===== src/design/drsa_pkg.sv =====
// ----------------------------------------------------------------------------
// drsa_pkg: shared types and constants
// Item structures, status codes and calendar tables for the day-range
// spread accumulator.
// ----------------------------------------------------------------------------
package drsa_pkg;

   localparam int DAY_SLOTS = 65536;
   localparam int BASE_YEAR = 2000;
   localparam int IDX_W     = $clog2(DAY_SLOTS);
   localparam int CNT_W     = IDX_W + 1;
   localparam int DIV_W     = 56;

   // Years from BASE_YEAR on that the calendar logic handles; any later year
   // lies past the last slot of the store.
   localparam int YEAR_SPAN = 256;
   // First century year at or after BASE_YEAR.
   localparam int CENT0     = ((BASE_YEAR + 99) / 100) * 100;

   localparam logic [1:0] ST_OK      = 2'd0;
   localparam logic [1:0] ST_BADDATE = 2'd1;
   localparam logic [1:0] ST_SAT     = 2'd2;

   localparam logic [0:0] KIND_EARN  = 1'b0;
   localparam logic [0:0] KIND_QUERY = 1'b1;

   typedef struct packed {
      logic [0:0]  kind;
      logic [11:0] start_year;
      logic [3:0]  start_month;
      logic [4:0]  start_day;
      logic [11:0] end_year;
      logic [3:0]  end_month;
      logic [4:0]  end_day;
      logic [39:0] amount;
   } req_type;

   typedef struct packed {
      logic [63:0] income;
      logic [1:0]  status;
   } rsp_type;

   // Controller to datapath commands.
   typedef struct packed {
      logic load;
      logic conv_start;
      logic conv_end;
      logic div_init;
      logic div_step;
      logic walk_init;
      logic wr_commit;
   } cmd_type;

   // Datapath to controller status.
   typedef struct packed {
      logic bad;
      logic is_query;
      logic walk_last;
   } sts_type;

   // Gregorian leap rule for years within YEAR_SPAN of BASE_YEAR; the few
   // century years in that window are matched against constants.
   function automatic logic is_leap(input logic [11:0] y);
      logic century;
      logic quad;
      begin
         century = 1'b0;
         quad    = 1'b0;
         for (int k = 0; k < 3; k++) begin
            if (y == 12'(CENT0 + 100 * k)) begin
               century = 1'b1;
               quad    = (((CENT0 + 100 * k) % 400) == 0);
            end
         end
         return (y[1:0] == 2'd0) && (!century || quad);
      end
   endfunction

   function automatic logic [8:0] days_before(input logic [3:0] m);
      begin
         case (m)
            4'd1:    return 9'd0;
            4'd2:    return 9'd31;
            4'd3:    return 9'd59;
            4'd4:    return 9'd90;
            4'd5:    return 9'd120;
            4'd6:    return 9'd151;
            4'd7:    return 9'd181;
            4'd8:    return 9'd212;
            4'd9:    return 9'd243;
            4'd10:   return 9'd273;
            4'd11:   return 9'd304;
            default: return 9'd334;
         endcase
      end
   endfunction

   function automatic logic [4:0] month_len(input logic [3:0] m);
      begin
         case (m) inside
            4'd2:                    return 5'd28;
            4'd4, 4'd6, 4'd9, 4'd11: return 5'd30;
            default:                 return 5'd31;
         endcase
      end
   endfunction

   // Days from BASE_YEAR-01-01 to y-01-01, for years within YEAR_SPAN of
   // BASE_YEAR. Leap years before y are the multiples of four counted by a
   // shift, less the century years in the window that are not leap years.
   function automatic logic [20:0] days_from_base(input logic [11:0] y);
      logic [7:0]  q;
      logic [20:0] n;
      begin
         q = 8'(y - 12'(BASE_YEAR));
         n = 21'(21'(q) * 21'd365) + 21'((y - 12'd1) >> 2)
           - 21'((BASE_YEAR - 1) / 4);
         for (int k = 0; k < 3; k++) begin
            if ((((CENT0 + 100 * k) % 400) != 0) && (y > 12'(CENT0 + 100 * k))) begin
               n = n - 21'd1;
            end
         end
         return n;
      end
   endfunction

endpackage


===== src/design/drsa_ctrl.sv =====
// ----------------------------------------------------------------------------
// drsa_ctrl: sequencer for the accumulator
// Runs the clearing pass, then steps each item through conversion,
// division and the range walk, and holds the result until taken.
// ----------------------------------------------------------------------------
module drsa_ctrl (
   input  logic                 clock,
   input  logic                 reset,
   input  logic                 req_valid,
   output logic                 req_stall,
   output logic                 rsp_valid,
   input  logic                 rsp_stall,
   input  drsa_pkg::sts_type    sts,
   output drsa_pkg::cmd_type    cmd,
   output logic                 clr_active,
   output logic [drsa_pkg::IDX_W-1:0] clr_addr
);

   localparam logic [2:0] S_CLEAR = 3'd0;
   localparam logic [2:0] S_IDLE  = 3'd1;
   localparam logic [2:0] S_CONVS = 3'd2;
   localparam logic [2:0] S_CONVE = 3'd3;
   localparam logic [2:0] S_DIV   = 3'd4;
   localparam logic [2:0] S_READ  = 3'd5;
   localparam logic [2:0] S_WRITE = 3'd6;
   localparam logic [2:0] S_DONE  = 3'd7;

   localparam int DCW = $clog2(drsa_pkg::DIV_W);

   logic [2:0]   state_ff, state_in;
   logic [drsa_pkg::IDX_W-1:0] clr_ff, clr_in;
   logic [DCW-1:0] dcnt_ff, dcnt_in;

   always_comb begin
      state_in = state_ff;
      clr_in   = clr_ff;
      dcnt_in  = dcnt_ff;
      cmd      = '0;
      unique case (state_ff)
         S_CLEAR: begin
            clr_in = clr_ff + (drsa_pkg::IDX_W)'(1);
            if (clr_ff == '1) state_in = S_IDLE;
         end
         S_IDLE: begin
            if (req_valid) begin
               cmd.load = 1'b1;
               state_in = S_CONVS;
            end
         end
         S_CONVS: begin
            cmd.conv_start = 1'b1;
            state_in = S_CONVE;
         end
         S_CONVE: begin
            cmd.conv_end = 1'b1;
            cmd.div_init = 1'b1;
            dcnt_in  = '0;
            state_in = S_DIV;
         end
         S_DIV: begin
            if (sts.bad) begin
               state_in = S_DONE;
            end else begin
               cmd.walk_init = (dcnt_ff == '0);
               if (sts.is_query) begin
                  state_in = S_READ;
               end else begin
                  cmd.div_step = 1'b1;
                  dcnt_in = dcnt_ff + DCW'(1);
                  if (dcnt_ff == DCW'(drsa_pkg::DIV_W - 1)) state_in = S_READ;
               end
            end
         end
         S_READ: begin
            state_in = S_WRITE;
         end
         S_WRITE: begin
            cmd.wr_commit = 1'b1;
            state_in = sts.walk_last ? S_DONE : S_READ;
         end
         S_DONE: begin
            if (!rsp_stall) state_in = S_IDLE;
         end
         default: state_in = S_IDLE;
      endcase
   end

   always_ff @(posedge clock) begin
      if (reset) begin
         state_ff <= S_CLEAR;
         clr_ff   <= '0;
         dcnt_ff  <= '0;
      end else begin
         state_ff <= state_in;
         clr_ff   <= clr_in;
         dcnt_ff  <= dcnt_in;
      end
   end

   assign req_stall  = (state_ff != S_IDLE);
   assign rsp_valid  = (state_ff == S_DONE);
   assign clr_active = (state_ff == S_CLEAR);
   assign clr_addr   = clr_ff;

endmodule


===== config.mk =====
export PLATFORM = sky130hd
export DESIGN_NAME = drsa_ctrl
export DESIGN_NICKNAME = d
export VERILOG_FILES = /design/src/design/drsa_pkg.sv /design/src/design/drsa_ctrl.sv
export SDC_FILE = /design/constraint.sdc
export NUM_CORES = 1
export LEC_CHECK = 0
export ABC_CLOCK_PERIOD_IN_PS = 3100
export BUFFER_PORTS_ARGS = -buffer_cell sky130_fd_sc_hd__clkbuf_2
export CAP_MARGIN = 20
export CORE_ASPECT_RATIO = 0.9
export CORE_MARGIN = 2
export CORE_UTILIZATION = 38
export CTS_CLUSTER_DIAMETER = 30
export DETAILED_ROUTE_END_ITERATION = 7
export PLACE_DENSITY = 0.68
export SYNTH_ARGS = -nofsm -noshare
export SYNTH_HDL_FRONTEND = slang
export SYNTH_SLANG_ARGS = --single-unit

===== constraint.sdc =====
create_clock -name clock -period 3.1 [get_ports clock]
set_input_delay 0.465 -clock clock [delete_from_list [all_inputs] [get_ports clock]]
set_output_delay 0.465 -clock clock [all_outputs]
set_load 0.01 [all_outputs]

# --- Yosys cells after proc, flatten, opt, wreduce, memory -nomap -nowiden ---
# Cells that the tools add are included.
totals:
  regBits: 25
  latchBits: 0
  ramBits: 0
  romBits: 0
  in_bits: 7
  out_inout_bits: 26
  elab_cells: 45
  memories: 0
classes:
  n_addsub: 2
  mul: 0
  n_div: 0
  order_cmp: 0
  eq_ne: 16
  n_shift: 0
  mux: 19
  n_bitwise: 0
  reduce_logical: 5
op_table:
  columns: ["operator", "count"]
  rows:
  - ["one-hot mux 3 bit (8 select lines)", 1]
  - ["two-way mux 3 bit", 6]
  - ["adder 16 x 1 -> 16 bit, second input constant", 1]
  - ["== test 16 bit, second input constant", 1]
  - ["== test 3 bit, second input constant", 4]
  - ["two-way mux 6 bit", 2]
  - ["one-hot mux 6 bit (2 select lines)", 1]
  - ["two-way mux 2 bit", 4]
  - ["!= test 2 bit, second input constant", 4]
  - ["adder 6 x 1 -> 6 bit, second input constant", 1]
  - ["== test 3 x 2 -> 1 bit, second input constant", 2]
  - ["== test 6 bit, second input constant", 1]
  - ["zero test 6 bit", 1]
  - ["two-way mux 1 bit", 5]
  - ["!= test 4 bit, second input constant", 1]
  - ["AND reduction 4 bit", 1]
  - ["== test 3 x 1 -> 1 bit, second input constant", 1]
  - ["zero test 3 bit", 1]
  - ["!= test 3 x 1 -> 1 bit, second input constant", 1]
  - ["AND reduction 3 bit", 1]
  - ["!= test 2 x 1 -> 1 bit, second input constant", 1]
  - ["nonzero test 2 bit", 1]

# --- Depth between registers and ports, before layout ---
logic_depth:
  ltp_word: 5
  ltp_mapped: 6
  depth_no_buf: 5

# --- Worst setup path after synthesis ---
# Ideal clock, no wire load.
synth_path:
  path_kind: "reg-to-reg"
  from: "reg state_ff[0]"
  to: "reg clr_ff, in the netlist clr_addr[14]"
  setup_time_ps: 123
  arrival_time_ps: 1640
  t_required_ps: 2977
  path_slack_ps: 1337
  stages_incl_launch_ff: 6
  n_path_buf: 1
  synth_period_minus_slack_ps: 1763
  path_cell_list: "dfxtp_1 or3_1 buf_6 nor4_2 nand4_1 mux2_1"
synth_via:
  elab_chain_len: 1
synth_lines:
  columns: ["item", "line", "text"]
  rows:
  - ["start, declared", "drsa_ctrl.sv:30", "logic [2:0] state_ff, state_in;"]
  - ["start signal, assigned", "drsa_ctrl.sv:94", "state_ff <= state_in;"]
  - ["zero test 3 bit", "drsa_ctrl.sv:39", "unique case (state_ff)"]
  - ["end signal, assigned", "drsa_ctrl.sv:95", "clr_ff <= clr_in;"]
  - ["end, declared", "drsa_ctrl.sv:31", "logic [drsa_pkg::IDX_W-1:0] clr_ff, clr_in;"]
# Every way passes these cells.
# A chain may end at the register's enable or synchronous reset.

==> metrics.yaml <==
grt:
  antenna_found_initial: 0
  use_met3_pct: 2.45
  grt_first_pass_wirelength_mm: 4.42
  overflow: 0
  grt_usage_pct: 14.3
  grt_max_degree: 25
  grt_use_met2_pct: 20.7
  met1_usage_pct: 20.9
  top_usage_layer: "met1"
  grt_pass1_vias: 958
sta:
  worst_hold_slack_ns: 0.497
  final-hold-violation-count: 0
  slew_headroom_pct: 61.3
  fin_tns_setup_ns: 0
  timing.fmax_ghz: 0.486
  finalSetupViolations: 0
  finalCritPeriodShare_pct: 66.3
  final_max_slew_viol_count: 0
  finalCriticalPeriod_ns: 2.06
  finClkSkew_ns: 0.00874
  worst_pin_slew_ns: 0.573
  fin_ws_ns: 1.04
  rsz0062_at_grt: "no"
clocking:
  cts-root-buf: "clkbuf_8"
  post_cts_resized: 0
  clock_path_buffers: 2
  cts_tree: "yes"
  cts_setup_buffers: 0
  numCtsBuffers: 3
  cts.sinks: 25
  cts.reportedPaths.clkPinSlew_ns: 0.09
  cts_hold_buffers: 0
  clock_latency_ns: 0.27
  htreeDepth: 1
route:
  drt_iter0_drc: 61
  ant_nets: 0
  num_vias: 1220
  drc: 0
  first_pass_iters: 4
  vias_per_cell: 5.19
  wl_per_cell_um: 11.3
  totalWireLength_mm: 2.65
synthesis:
  yosysUniqueCellTypes: 40
  synth_ff_type: "dfxtp_1"
  netlist_area_um2: 1320
  yosysSeqAreaShare_pct: 37.8
  ys_ff_latch: 25
  syn_nets: 171
  ys_async_sr_fraction_pct: 0
  syn_avg_cell_area_um2: 8.22
  synth_edf_count: 0
  synth_cells: 161
  synth_warnings: 0
floorplanning:
  die-area_um2: 3970
  die_x_um: 66.2
  start_util_pct: 39.5
  floorplan.core_area_um2: 3350
  die_y_um: 60.0
  ioPinCount: 33
  num_rows: 20
cells_and_area:
  final_util_pct: 46.3
  layout_commonest_cell: "clkbuf_2"
  drive_gt1_share_pct: 22.5
  mostFrequentLayoutCells: "32 x clkbuf_2, 25 x dfxtp_1, 15 x a21oi_1"
  antenna_cells: 0
  area_growth_pct: 17.4
  nFillCells: 347
  fin_nets: 202
outcome:
  status: "completed"
placement:
  hpwl_mm: 1.96
  numPortBuffers: 32
  place_ws_ns: 1.11
  routabilityCongestion: 0.824
job:
  maxCapViolCount: 0
pwr:
  irDropWorstVdd_mv: 0.177
  leakage_nw: 0.591
  finalPower_w: 0.000551
  cellPowerDensity_nw_per_um2: 355
critical_path:
  crit_path_max_fanout: 15
  critPathRequiredTime_ns: 2.63
  cp.arrival_ns: 1.59
  start_kind: "register"
  setup.worst_path.end_class: "primary output"
  critical_path_class: "reg -> out"
worst_hold_path:
  worst_hold_path_type: "reg -> reg"
## Yosys cell counts (all sizes together) (3+ instances only)
| library cell | instances | area [um^2] |
|---|---|---|
| xnor2 | 4 | 35.0 |
| nand3 | 6 | 42.5 |
| a21oi | 15 | 75.1 |
| or4 | 4 | 30.0 |
| inv | 9 | 38.8 |
| nor3 | 5 | 25.0 |
| nor4 | 3 | 25.0 |
| xor2 | 4 | 35.0 |
| and3 | 5 | 31.3 |
| o22ai | 3 | 18.8 |
| buf | 3 | 22.5 |
| nand2 | 13 | 48.8 |
| or3 | 6 | 37.5 |
| clkbuf | 3 | 11.3 |
| nand4 | 6 | 37.5 |
| ha | 3 | 37.5 |
| o31ai | 4 | 30.0 |
| o21ai | 6 | 30.0 |
| dfxtp | 25 | 500 |
| nor2 | 14 | 52.6 |
## cell families (layout without fill, tap and decap cells)
family / after synthesis / in the layout / share of synthesized area [%]
multiplexers: 2 / 2 / 1.61
flip-flops: 25 / 25 / 37.8
AND/OR/NAND/NOR: 73 / 73 / 31.3
AO/OA/AOI/OAI: 35 / 35 / 15.7
adder cells (fa/ha/maj): 3 / 3 / 2.84
buffers and inverters: 15 / 45 / 5.48
XOR/XNOR: 8 / 8 / 5.29
## metrics by stage
stage	area [um^2]	instances
3_5_place_dp	1510	231
3_3_place_gp	1510	231
6_report	1550	235
5_1_grt	1550	235
4_1_cts	1550	235
2_1_floorplan	1320	161
## worst paths after layout
kind / from / endpoint / slack [ns] / cells after the start
setup / recovery: state_ff[2]$_SDFFE_PP0P_ / cmd[1] / 1.04 / 3
hold reg to reg: clr_addr[1]$_SDFFE_PP0N_ / clr_addr[1]$_SDFFE_PP0N_ / 0.50 / 2
hold / removal: clr_addr[1]$_SDFFE_PP0N_ / clr_addr[1]$_SDFFE_PP0N_ / 0.50 / 2
setup reg to reg: state_ff[1]$_SDFFE_PP0P_ / clr_addr[14]$_SDFFE_PP0N_ / 1.11 / 4
## final cells by class
type	count	area (um^2)	area share, %
multi-input combinational	121	751	48.3
sequential	25	500	32.2
timing repair buffer	32	160	10.3
tap	44	55.1	3.54
clock buffer	3	41.3	2.66
inverter	9	38.8	2.50
clock inverter	1	7.51	0.483
## critical path, cell delays in order (launching register included)
cell and delay [ns]:
dfxtp_1 0.59, nor3b_2 0.35, and4b_1 0.24, clkbuf_2 0.13
## routing by layer
metal	up-vias	wire length [um]
met1	537	1370
met3	4	146
met4	0	37
met2	29	1100
li1	650	-
met5	-	0
## where the power goes
group	internal [W]	switching, W	leakage, nW	total, W
registers	0.000324	0.00000370	0.202	0.000328
clock network	0.0000912	0.000108	0.0217	0.000199
logic	0.00000950	0.0000144	0.367	0.0000239
total	0.000425	0.000126	0.591	0.000551
## registers in the layout (all words and copies together), names as in the netlist
register  count
dcnt_ff       6
state_ff      3
clr_addr     16
No activity file was read; power rests on OpenSTA's default activity.
